**config.mk**
```make
export PLATFORM = sky130hd
export DESIGN_NAME = serial_command_line_framer_unit
export DESIGN_NICKNAME = d
export VERILOG_FILES = /design/src/hdl/sclf_pkg.sv /design/src/hdl/sclf_dpath.sv /design/src/hdl/sclf_ctrl.sv /design/src/hdl/serial_command_line_framer_unit.sv
export SDC_FILE = /design/constraint.sdc
export NUM_CORES = 1
export LEC_CHECK = 0
export ABC_CLOCK_PERIOD_IN_PS = 3000
export BUFFER_PORTS_ARGS = -buffer_cell sky130_fd_sc_hd__buf_2
export CAP_MARGIN = 5
export CORE_ASPECT_RATIO = 1.25
export CORE_MARGIN = 2
export CORE_UTILIZATION = 30
export CTS_BUF_LIST = sky130_fd_sc_hd__clkbuf_4
export CTS_CLUSTER_SIZE = 20
export DETAILED_ROUTE_END_ITERATION = 8
export PLACE_DENSITY = 0.43
export SLEW_MARGIN = 0
export SYNTH_ARGS = -nofsm -noshare
export SYNTH_HDL_FRONTEND = slang
export SYNTH_SLANG_ARGS = --single-unit
```
**constraint.sdc**
```tcl
create_clock -name aclk -period 3 [get_ports aclk]
set_input_delay 0.6 -clock aclk [delete_from_list [all_inputs] [get_ports aclk]]
set_output_delay 0.6 -clock aclk [all_outputs]
set_load 0.02 [all_outputs]
```
**src/hdl/sclf_pkg.sv**
```systemverilog
// Shared types, character codes and helpers for the serial command line framer.
package sclf_pkg;

    localparam int LEN_W = 7;

    localparam logic CMD_BYTE = 1'b0;
    localparam logic CMD_READ = 1'b1;

    localparam logic [7:0] CH_U     = 8'h55;
    localparam logic [7:0] CH_L     = 8'h4C;
    localparam logic [7:0] CH_S     = 8'h53;
    localparam logic [7:0] CH_P     = 8'h50;
    localparam logic [7:0] CH_COMMA = 8'h2C;
    localparam logic [7:0] CH_ZERO  = 8'h30;
    localparam logic [7:0] CH_NINE  = 8'h39;
    localparam logic [7:0] CH_CR    = 8'h0D;
    localparam logic [7:0] CH_LF    = 8'h0A;
    localparam logic [7:0] CH_LOW_A = 8'h61;
    localparam logic [7:0] CH_LOW_Z = 8'h7A;
    localparam logic [7:0] CASE_OFS = 8'h20;

    typedef enum logic [1:0] {
        ST_IDLE,
        ST_SINGLE,
        ST_SEND
    } ctrl_state_t;

    typedef struct packed {
        logic byte_en;
        logic read_start;
        logic advance;
        logic send_char;
    } ctrl_cmd_t;

    typedef struct packed {
        logic read_single;
        logic last_char;
    } dp_status_t;

    function automatic logic [7:0] to_upper(input logic [7:0] c);
        logic [7:0] r;
        r = c;
        if (c >= CH_LOW_A && c <= CH_LOW_Z) begin
            r = c - CASE_OFS;
        end
        return r;
    endfunction

endpackage

```
**src/hdl/sclf_dpath.sv**
```systemverilog
// Datapath: line memory (two banks), assembly counters, read counters, result fields.
module sclf_dpath import sclf_pkg::*; #(
    parameter int FRAME_MAX = 32
) (
    input  logic             aclk,
    input  logic             aresetn,
    input  ctrl_cmd_t        cmd,
    input  logic [15:0]      s_tdata,
    output dp_status_t       status,
    output logic [15:0]      m_tdata,
    output logic [1:0]       m_tuser,
    output logic             m_tlast
);

    localparam int IW = $clog2(FRAME_MAX);
    localparam int AW = IW + 1;
    localparam logic [IW-1:0] FILL_MAX = IW'(FRAME_MAX - 1);

    // two banks: one assembles, the other holds the published line
    logic [7:0] mem [0:(1 << AW) - 1];

    logic [IW-1:0]    fill_reg, fill_next;
    logic [IW-1:0]    clean_reg, clean_next;
    logic [IW-1:0]    rlen_reg, rlen_next;
    logic             ovf_reg, ovf_next;
    logic             ready_reg, ready_next;
    logic             bank_reg, bank_next;
    logic [7:0]       c0_reg, c0_next;
    logic [7:0]       c1_reg, c1_next;
    logic [IW-1:0]    idx_reg, idx_next;
    logic [LEN_W-1:0] len_reg, len_next;
    logic             hf_reg, hf_next;
    logic [7:0]       rdata_reg;

    logic [7:0]       rx_b;
    logic [7:0]       limit;
    logic [7:0]       limit_m1;
    logic [7:0]       n_val;
    logic             wr_en;
    logic             is_short;
    logic [IW-1:0]    fill_inc;
    logic [IW-1:0]    clean_inc;

    assign rx_b     = s_tdata[7:0];
    assign limit    = s_tdata[15:8];
    assign limit_m1 = limit - 8'd1;
    assign n_val    = (limit_m1 < 8'(rlen_reg)) ? limit_m1 : 8'(rlen_reg);
    assign fill_inc = fill_reg + IW'(1);
    assign clean_inc = (clean_reg == fill_reg && rx_b != 8'd0) ? clean_reg + IW'(1)
                                                               : clean_reg;

    always_comb begin
        is_short = 1'b0;
        if (fill_reg == IW'(0)) begin
            is_short = (to_upper(rx_b) == CH_U) || (to_upper(rx_b) == CH_L) ||
                       (to_upper(rx_b) == CH_S);
        end else if (fill_reg == IW'(2)) begin
            is_short = (to_upper(c0_reg) == CH_P) && (c1_reg == CH_COMMA) &&
                       (rx_b >= CH_ZERO) && (rx_b <= CH_NINE);
        end
    end

    // byte intake and read bookkeeping
    always_comb begin
        fill_next  = fill_reg;
        clean_next = clean_reg;
        rlen_next  = rlen_reg;
        ovf_next   = ovf_reg;
        ready_next = ready_reg;
        bank_next  = bank_reg;
        c0_next    = c0_reg;
        c1_next    = c1_reg;
        idx_next   = idx_reg;
        len_next   = len_reg;
        hf_next    = hf_reg;
        wr_en      = 1'b0;
        if (cmd.byte_en && !ready_reg) begin
            if (rx_b == CH_CR || rx_b == CH_LF) begin
                if (!ovf_reg && fill_reg != IW'(0)) begin
                    ready_next = 1'b1;
                    rlen_next  = clean_reg;
                    bank_next  = !bank_reg;
                end
                fill_next  = '0;
                clean_next = '0;
                ovf_next   = 1'b0;
            end else if (!ovf_reg) begin
                if (fill_reg < FILL_MAX) begin
                    wr_en = 1'b1;
                    if (fill_reg == IW'(0)) c0_next = rx_b;
                    if (fill_reg == IW'(1)) c1_next = rx_b;
                    if (is_short) begin
                        ready_next = 1'b1;
                        rlen_next  = clean_inc;
                        bank_next  = !bank_reg;
                        fill_next  = '0;
                        clean_next = '0;
                    end else begin
                        fill_next  = fill_inc;
                        clean_next = clean_inc;
                    end
                end else begin
                    ovf_next = 1'b1;
                end
            end
        end
        if (cmd.read_start) begin
            idx_next = '0;
            if (limit == 8'd0 || !ready_reg) begin
                hf_next  = 1'b0;
                len_next = '0;
            end else begin
                hf_next    = 1'b1;
                len_next   = n_val[LEN_W-1:0];
                ready_next = 1'b0;
            end
        end else if (cmd.advance) begin
            idx_next = idx_reg + IW'(1);
        end
    end

    always_ff @(posedge aclk) begin
        if (!aresetn) begin
            fill_reg  <= '0;
            clean_reg <= '0;
            rlen_reg  <= '0;
            ovf_reg   <= 1'b0;
            ready_reg <= 1'b0;
            bank_reg  <= 1'b0;
            idx_reg   <= '0;
            len_reg   <= '0;
            hf_reg    <= 1'b0;
        end else begin
            fill_reg  <= fill_next;
            clean_reg <= clean_next;
            rlen_reg  <= rlen_next;
            ovf_reg   <= ovf_next;
            ready_reg <= ready_next;
            bank_reg  <= bank_next;
            idx_reg   <= idx_next;
            len_reg   <= len_next;
            hf_reg    <= hf_next;
        end
        c0_reg <= c0_next;
        c1_reg <= c1_next;
    end

    // one write port (assembly bank), one registered read port (published bank)
    always_ff @(posedge aclk) begin
        if (wr_en) begin
            mem[{bank_reg, fill_reg}] <= rx_b;
        end
        rdata_reg <= mem[{!bank_reg, idx_next}];
    end

    assign status.read_single = (limit == 8'd0) || !ready_reg || (n_val == 8'd0);
    assign status.last_char   = (8'(idx_reg) == 8'(len_reg) - 8'd1);

    assign m_tdata = {1'b0, (cmd.send_char ? len_reg : LEN_W'(0)),
                      (cmd.send_char ? rdata_reg : 8'd0)};
    assign m_tuser = {cmd.send_char, hf_reg};
    assign m_tlast = cmd.send_char ? status.last_char : 1'b1;

endmodule

```
**src/hdl/sclf_ctrl.sv**
```systemverilog
// Controller: transaction sequencing state machine for the framer.
module sclf_ctrl import sclf_pkg::*; (
    input  logic       aclk,
    input  logic       aresetn,
    input  logic       s_tvalid,
    input  logic       s_tuser,
    output logic       s_tready,
    output logic       m_tvalid,
    input  logic       m_tready,
    input  dp_status_t status,
    output ctrl_cmd_t  cmd
);

    ctrl_state_t state_reg, state_next;

    always_ff @(posedge aclk) begin
        if (!aresetn) begin
            state_reg <= ST_IDLE;
        end else begin
            state_reg <= state_next;
        end
    end

    always_comb begin
        state_next = state_reg;
        unique case (state_reg)
            ST_IDLE: begin
                if (s_tvalid && s_tuser == CMD_READ) begin
                    state_next = status.read_single ? ST_SINGLE : ST_SEND;
                end
            end
            ST_SINGLE: begin
                if (m_tready) state_next = ST_IDLE;
            end
            ST_SEND: begin
                if (m_tready && status.last_char) state_next = ST_IDLE;
            end
            default: state_next = ST_IDLE;
        endcase
    end

    always_comb begin
        s_tready       = 1'b0;
        m_tvalid       = 1'b0;
        cmd.byte_en    = 1'b0;
        cmd.read_start = 1'b0;
        cmd.advance    = 1'b0;
        cmd.send_char  = 1'b0;
        unique case (state_reg)
            ST_IDLE: begin
                s_tready       = 1'b1;
                cmd.byte_en    = s_tvalid && (s_tuser == CMD_BYTE);
                cmd.read_start = s_tvalid && (s_tuser == CMD_READ);
            end
            ST_SINGLE: begin
                m_tvalid = 1'b1;
            end
            ST_SEND: begin
                m_tvalid      = 1'b1;
                cmd.send_char = 1'b1;
                cmd.advance   = m_tready && !status.last_char;
            end
            default: begin
                s_tready = 1'b0;
            end
        endcase
    end

endmodule

```
**src/hdl/serial_command_line_framer_unit.sv**
```systemverilog
// Top level of the serial command line framer: controller plus datapath.
//
//  channel | dir | tdata (low bit up)                  | tuser                        | tlast
//  s_      | in  | rx_byte[7:0], read_limit[15:8]      | cmd (0 byte, 1 read)         | -
//  m_      | out | line_char[7:0], frame_length[14:8], | line_found[0], char_valid[1] | last
//          |     | zero pad [15]                       |                              |
//
// A received byte is a single transaction; it gives no result.
// A read is accepted and then gives N result transactions, one per cycle while
// m_tready is high (N = returned characters, or 1 for an empty/refused read), paced by the
// registered read port of the line memory. While results are pending s_tready is low.
// Reset (aresetn low, synchronous) clears the state machine, counters and flags;
// the line memory keeps its contents and needs no clearing pass.
// A stall on m_tready holds the current result and the read index.
module serial_command_line_framer_unit import sclf_pkg::*; #(
    parameter int FRAME_MAX = 32
) (
    input  logic        aclk,
    input  logic        aresetn,
    input  logic        s_tvalid,
    output logic        s_tready,
    input  logic [15:0] s_tdata,   // rx_byte[7:0], read_limit[15:8]
    input  logic        s_tuser,   // cmd
    output logic        m_tvalid,
    input  logic        m_tready,
    output logic [15:0] m_tdata,   // line_char[7:0], frame_length[14:8], pad[15]
    output logic [1:0]  m_tuser,   // line_found[0], char_valid[1]
    output logic        m_tlast    // last result of a read
);

    ctrl_cmd_t  cmd;
    dp_status_t status;

    // sequencing: accepts one transaction, then walks the read results
    sclf_ctrl u_ctrl (
        .aclk     (aclk),
        .aresetn  (aresetn),
        .s_tvalid (s_tvalid),
        .s_tuser  (s_tuser),
        .s_tready (s_tready),
        .m_tvalid (m_tvalid),
        .m_tready (m_tready),
        .status   (status),
        .cmd      (cmd)
    );

    // line assembly, publish by bank swap, and read-out fields
    sclf_dpath #(
        .FRAME_MAX (FRAME_MAX)
    ) u_dpath (
        .aclk    (aclk),
        .aresetn (aresetn),
        .cmd     (cmd),
        .s_tdata (s_tdata),
        .status  (status),
        .m_tdata (m_tdata),
        .m_tuser (m_tuser),
        .m_tlast (m_tlast)
    );

endmodule
```
[Yosys cells after proc, flatten, opt, wreduce, memory -nomap -nowiden]
Memory sizes are Yosys's and may differ from the RTL's. A register that Yosys moved wholly into a read port is not among the register bits.
Cells that the tools add are included.
Word-level totals
  flip-flop bits (word level): 49
  latch bits: 0
  RAM bits: 512
  bits in read-only memories: 0
  input port bits: 21
  output and inout bits: 21
  memories: 1
Memory list
  u_dpath.mem: depth 64, width 8, rd ports 1, clocked after Yosys merged registers in 1, wr ports 1, line sclf_dpath.sv:20  | logic [7:0] mem [0:(1 << AW) - 1];
Cells by class
  $add $sub $neg: 7
  multiply operators: 0
  divide/modulo/power cells: 0
  magnitude comparators: 8
  eq/ne operators: 18
  shift operators: 0
  mux-type cells: 60
  bitwise gates (word level): 3
  reductions and logical operators: 35
Operators with widths (count)
  $mux W5: 16
  $mux W8: 7
  $eq A8 B7 Y1 const B: 4
  $mux W1: 28
  $eq A8 B4 Y1 const B: 2
  $ge A8 B7 Y1 const B: 2
  $le A8 B7 Y1 const B: 2
  $logic_not A8 Y1: 2
  $sub A8 B6 Y8 const B: 2
  $add A5 B1 Y5 const B: 3
  $reduce_and A5 Y1: 3
  $mux W7: 2
  $logic_and A1 B1 Y1: 12
  $mux W2: 6
  $eq A5 B8 Y1: 1
  $eq A8 B6 Y1 const B: 1
  $ge A8 B6 Y1 const B: 1
  $le A8 B6 Y1 const B: 1
  $lt A8 B5 Y1: 1
  $reduce_bool A8 Y1: 1
  $sub A7 B1 Y8 const B: 1
  $sub A8 B1 Y8 const B: 1
  $ne A2 B2 Y1 const B: 3
  $pmux W2 S3: 1
  16 further kinds: 28

[Longest topological paths before layout]
  word-level depth: 18
  gate-level depth with buffers: 16
  depth with buffers taken out: 14

[By module]
A second synthesis with hierarchy kept.
Second synthesis, totals
  cells, all modules: 1703
  area total of the unflattened synthesis: 23423.7 µm²
By module, submodules not included
  sclf_dpath: instances 1, cells an instance 1682, area each 23244.8 µm², sequential area each 16636.0 µm²
  sclf_ctrl: instances 1, cells an instance 21, area each 178.9 µm², sequential area each 40.0 µm²

[Least setup slack after synthesis]
Ideal clock, no wire load.
  path type: in2reg
  start: input s_tdata[8]
  end: register u_ctrl.state_reg[1]
  arrival time: 2.884 ns
  setup slack: 0.001 ns
  stages: 14
  buffers on the path: 0
  cells stage by stage: inv_1 > ha_1 > inv_1 > ha_1 > a21o_1 > a21oi_1 > nor2b_1 > o21ai_0 > nand3_1 > mux2_2 > nor3b_1 > a31oi_1 > a31o_2 > and2_1
Between the ends
  longest elaborated chain between the ends: 8
  elaborated cells on any way between the ends: 10
Ends and longest elaborated chain
  start: declaration: line serial_command_line_framer_unit.sv:22  | input logic [15:0] s_tdata,
  $sub A8 B1 Y8: line sclf_dpath.sv:46  | assign limit_m1 = limit - 8'd1;
  $lt A8 B5 Y1: line sclf_dpath.sv:47  | assign n_val = (limit_m1 < 8'(rlen_reg)) ? limit_m1 : 8'(rlen_reg);
  $mux W8: line sclf_dpath.sv:47
  $logic_not A8 Y1: line sclf_dpath.sv:156  | assign status.read_single = (limit == 8'd0) || !ready_reg || (n_val == 8'd0);
  $logic_or A1 B1 Y1 *: line sclf_dpath.sv:156
  $mux W2 *: line sclf_ctrl.sv:29  | state_next = status.read_single ? ST_SINGLE : ST_SEND;
  $mux W2 *: line sclf_ctrl.sv:28  | if (s_tvalid && s_tuser == CMD_READ) begin
  $pmux W2 S3 *: line sclf_ctrl.sv:26  | unique case (state_reg)
  end signal: assignment: line sclf_ctrl.sv:20  | state_reg <= state_next;
  end: declaration: line sclf_ctrl.sv:14  | ctrl_state_t state_reg, state_next;
Mark *: on every way between the ends. The rest lies on a longest branch, timed or not. The select of a mux whose other input is x is not followed.
A chain may end at the register's enable or synchronous reset.

[Final worst setup path]
  start: register u_dpath.len_reg[1]
  end: register u_dpath.rdata_reg[2], read port of u_dpath.mem
Between the ends
  longest elaborated chain between the ends: 7
Ends and longest elaborated chain
  start: declaration: line sclf_dpath.sv:31  | logic [LEN_W-1:0] len_reg, len_next;
  start signal: assignment: line sclf_dpath.sv:141  | len_reg <= len_next;
  $sub A7 B1 Y8: line sclf_dpath.sv:157  | assign status.last_char = (8'(idx_reg) == 8'(len_reg) - 8'd1);
  $eq A5 B8 Y1: line sclf_dpath.sv:157
  $logic_not A1 Y1: line sclf_ctrl.sv:61  | cmd.advance = m_tready && !status.last_char;
  $logic_and A1 B1 Y1: line sclf_ctrl.sv:61
  $mux W2: line sclf_ctrl.sv:49  | unique case (state_reg)
  $mux W5: line sclf_dpath.sv:117  | end else if (cmd.advance) begin
  $mux W5: line sclf_dpath.sv:107  | if (cmd.read_start) begin
  end: declaration: line sclf_dpath.sv:33  | logic [7:0] rdata_reg;
No other way between the ends.

==> reports/results.txt <==
top post-synthesis cells by area = edfxtp_1 (68%), nand2_1 (6.8%), dfxtp_1 (3.5%), mux2i_1 (3.1%), nand3_1 (3.0%)
pin count of the biggest net entering global routing = 57
Fin Clk Skew = 50.7 ps
Worst setup SP type = flop
CTS tree = built
layout cell share with drive strength beyond 1 = 0.282
CTS Buf Count = 151
period utilisation layout = 1.08
clock network power share = 0.431
cell repeated most along the worst path = buf_6
most frequent cells in the layout = edfxtp_1 (528), nand2_1 (420), clkbuf_4 (225), buf_4 (183), nand3_1 (130)
Final Slew Violations = 0
peak supply drop = 0.294 mV
DRT iter0 DRCs = 1120
final net count = 2179
max reg flops = 512
Register Area = 16700 um2
pwr/cell area = 551 nW/um2
XOR/XNOR share of the synthesized area = 0.0113
DRC viols = 0
Distinct cells, synth = 59
Final Hold Viols = 0
Mapped Avg Cell Area = 13.1 um2
DP HPWL = 47000 um
post-synthesis mux area share = 0.0318
# IOs = 42
slew margin rel. = 0.171
worst-path fanout max = 8
GRT Total Usage = 0.186
slowest stage delay, CP = 380 ps
row count = 114
initial core utilization = 0.302
area fraction in compound gates after synthesis = 0.0507
Worst setup EP type = flop
Via-to-Cell Ratio = 4.84
commonest non-fill, non-tap cell in the layout = edfxtp_1
Biggest register = u_dpath.mem
Worst EP required = 3880 ps
clk buf depth = 3
Multi-input gate area = 6560 um2
Yosys top cell area share = 0.680
setup slack after layout = -242 ps
fraction of registers with async set or reset after synthesis = 0
Synth Cell Area = 23300 um2
DRT Pass-1 Iters = 5
first-pass GRT wire length = 107000 um
htree depth = 4
final non-filler cell total = 3296
combinational share of power = 0.030
EDFF count, synth = 528
IO Port Bufs = 40
total power = 16.2 mW
DP Worst Slack = -670 ps
FILL cells = 7471
synth warn = 0
status = complete, but fails checks
global route overflow = 0
Max Cap Viol = 0
failing checks = setup timing
GP Congestion = 0.826
total core area = 77200 um2
Internal Power = 12.5 mW
Yosys reg bits = 569
fmax = 308 MHz
Worst-path clk slew = 60 ps
# setup viols final = 9
die footprint = 80000 um2
Leak Pwr = 10.2 nW
Root Driver = clkbuf_4
Post-Synth Simple-Gate Area = 0.157
Sw Pwr = 3.66 mW
Main synth FF type = edfxtp_1
area share of fa/ha/maj cells after synthesis = 0.00965
TritonCTS Sinks = 569
routed length per instance = 22.7 um
antenna violations before repair = 5
vias in the first global route = 16100
Clock Latency Late Sink = 1030 ps
Least-Margin Pin Slew = 1230 ps
CP Class = flop to flop
routed via count = 15900
Final min period = 3240 ps
final antenna-violating net count = 0
post-synth top area cell = edfxtp_1
CP max stage cell = or3_4
area added between synthesis and finish = 25.9%
worst path arrival time = 4120 ps
Sequential Power Share = 0.539
DP Cell Count = 2997
Hold Path Class = primary input to flop
RSZ-0062 raised after global routing = true
main combinational cell family by area after synthesis = simple AND/OR/NAND/NOR gates
Die Ht = 316 um
cells along the critical path = inv_4 > ha_4 > o21bai_1 > a31oi_1 > a21oi_1 > o221ai_2 > buf_6 > nand2_4 > or3_4 > a21oi_4 > buf_6 > buf_12 > a32oi_2 > nand4b_1 > nand4_1 > a221o_1
WL final = 74800 um
Mapped Cells = 1783
Die X = 253 um
Switching Fraction = 0.226
sequential-to-total area share from yosys stat = 0.715
[kinds of logic after synthesis]
| logic type | after synthesis |
|---|---|
| AOI/OAI and AO/OA | 146 |
| muxes | 74 |
| and+or+nand+nor | 819 |
| buffers and inverters | 126 |
| DFF | 569 |
| xor gates and xnor gates | 30 |
| other | 1 |
| adders and majority gates | 18 |
[critical path: cells and delay by family, from the launching register on]
| kind | cells | cell delay (ps) |
|---|---|---|
| adders and majority gates | 1 | 160 |
| and+or+nand+nor | 4 | 840 |
| AOI/OAI and AO/OA | 7 | 1230 |
| buffers and inverters | 4 | 530 |
| DFF | 1 | 370 |
[per-layer routing]
metal,track usage,vias up,share of wire
met5,0,-,0
met4,0.0616,0,0.026
met3,0.0445,132,0.050
met2,0.330,451,0.52
met1,0.222,7965,0.41
li1,-,7401,-
[power groups by stage]
stage	combinational (mW)	sequential [mW]	clock, mW
3_5_place_dp	0.490	8.89	0
2_1_floorplan	0.156	8.89	0
6_report	0.493	8.72	6.97
3_3_place_gp	0.483	8.89	0
4_1_cts	0.495	8.72	7.20
5_1_grt	0.534	8.72	7.58
[final cells by class]
class	count	share of cell area
Tap cell	1044	0.0445
Inverter	26	0.00349
Sequential cell	569	0.568
Clock inverter	34	0.00852
Clock buffer	225	0.0575
Timing Repair Buffer	288	0.0942
Antenna cell	6	0.000511
Multi-Input combinational cell	1104	0.223
[through the flow]
step	hold WS, ps	util	area, um2	TNS [ps]
detailed placement	494	0.342	26400	-245730
finish	141	0.381	29400	-1750
global route	75.3	0.381	29400	-2930
floorplan	437	-	23400	0
CTS	31.0	0.375	28900	-1590
global placement	492	0.342	26400	-235820
[path summary, 6_finish.rpt]
kind                                          from              endpoint  slack [ps]  cells after the start
worst max register to register  u_dpath.len_reg[1]  u_dpath.rdata_reg[2]        -240                     16
worst min register to register      u_dpath.hf_reg        u_dpath.hf_reg         490                      2
worst max-delay path            u_dpath.len_reg[1]  u_dpath.rdata_reg[2]        -240                     16
worst min-delay path                      s_tvalid   u_ctrl.state_reg[0]         140                      6
[what timing repair did]
action,4_1_cts,5_1_grt
endpoints found under the hold margin,10,0
hold buffers,2,0
resized for setup,67,77
pin swaps,26,32
endpoints found under the setup margin,72,315
setup buffers,16,6
cloned,7,3
[cells in the mapped netlist (2+ instances only)]
master and instances:
xor2_1 14, ha_1 18, a32oi_1 66, and3_1 8, buf_2 38, nor4b_1 4, nand2b_1 2, buf_1 6
a21oi_1 17, edfxtp_1 528, nand4b_1 22, clkbuf_1 45, nor2b_1 6, a221o_1 8, a31oi_1 18, a22oi_1 3
xnor2_1 16, and2_1 21, or3_1 6, a21o_1 4, buf_4 10, mux2i_1 73, o21ai_2 2, nand4_1 44
a211oi_1 5, nor3_1 14, nor3b_1 2, nor4_1 2, o21ai_0 8, nand3_1 140, nor2_1 114, inv_1 26
nand2_1 423, dfxtp_1 41, nand3b_1 5
Note: power is estimated with default switching activity, not from simulation.
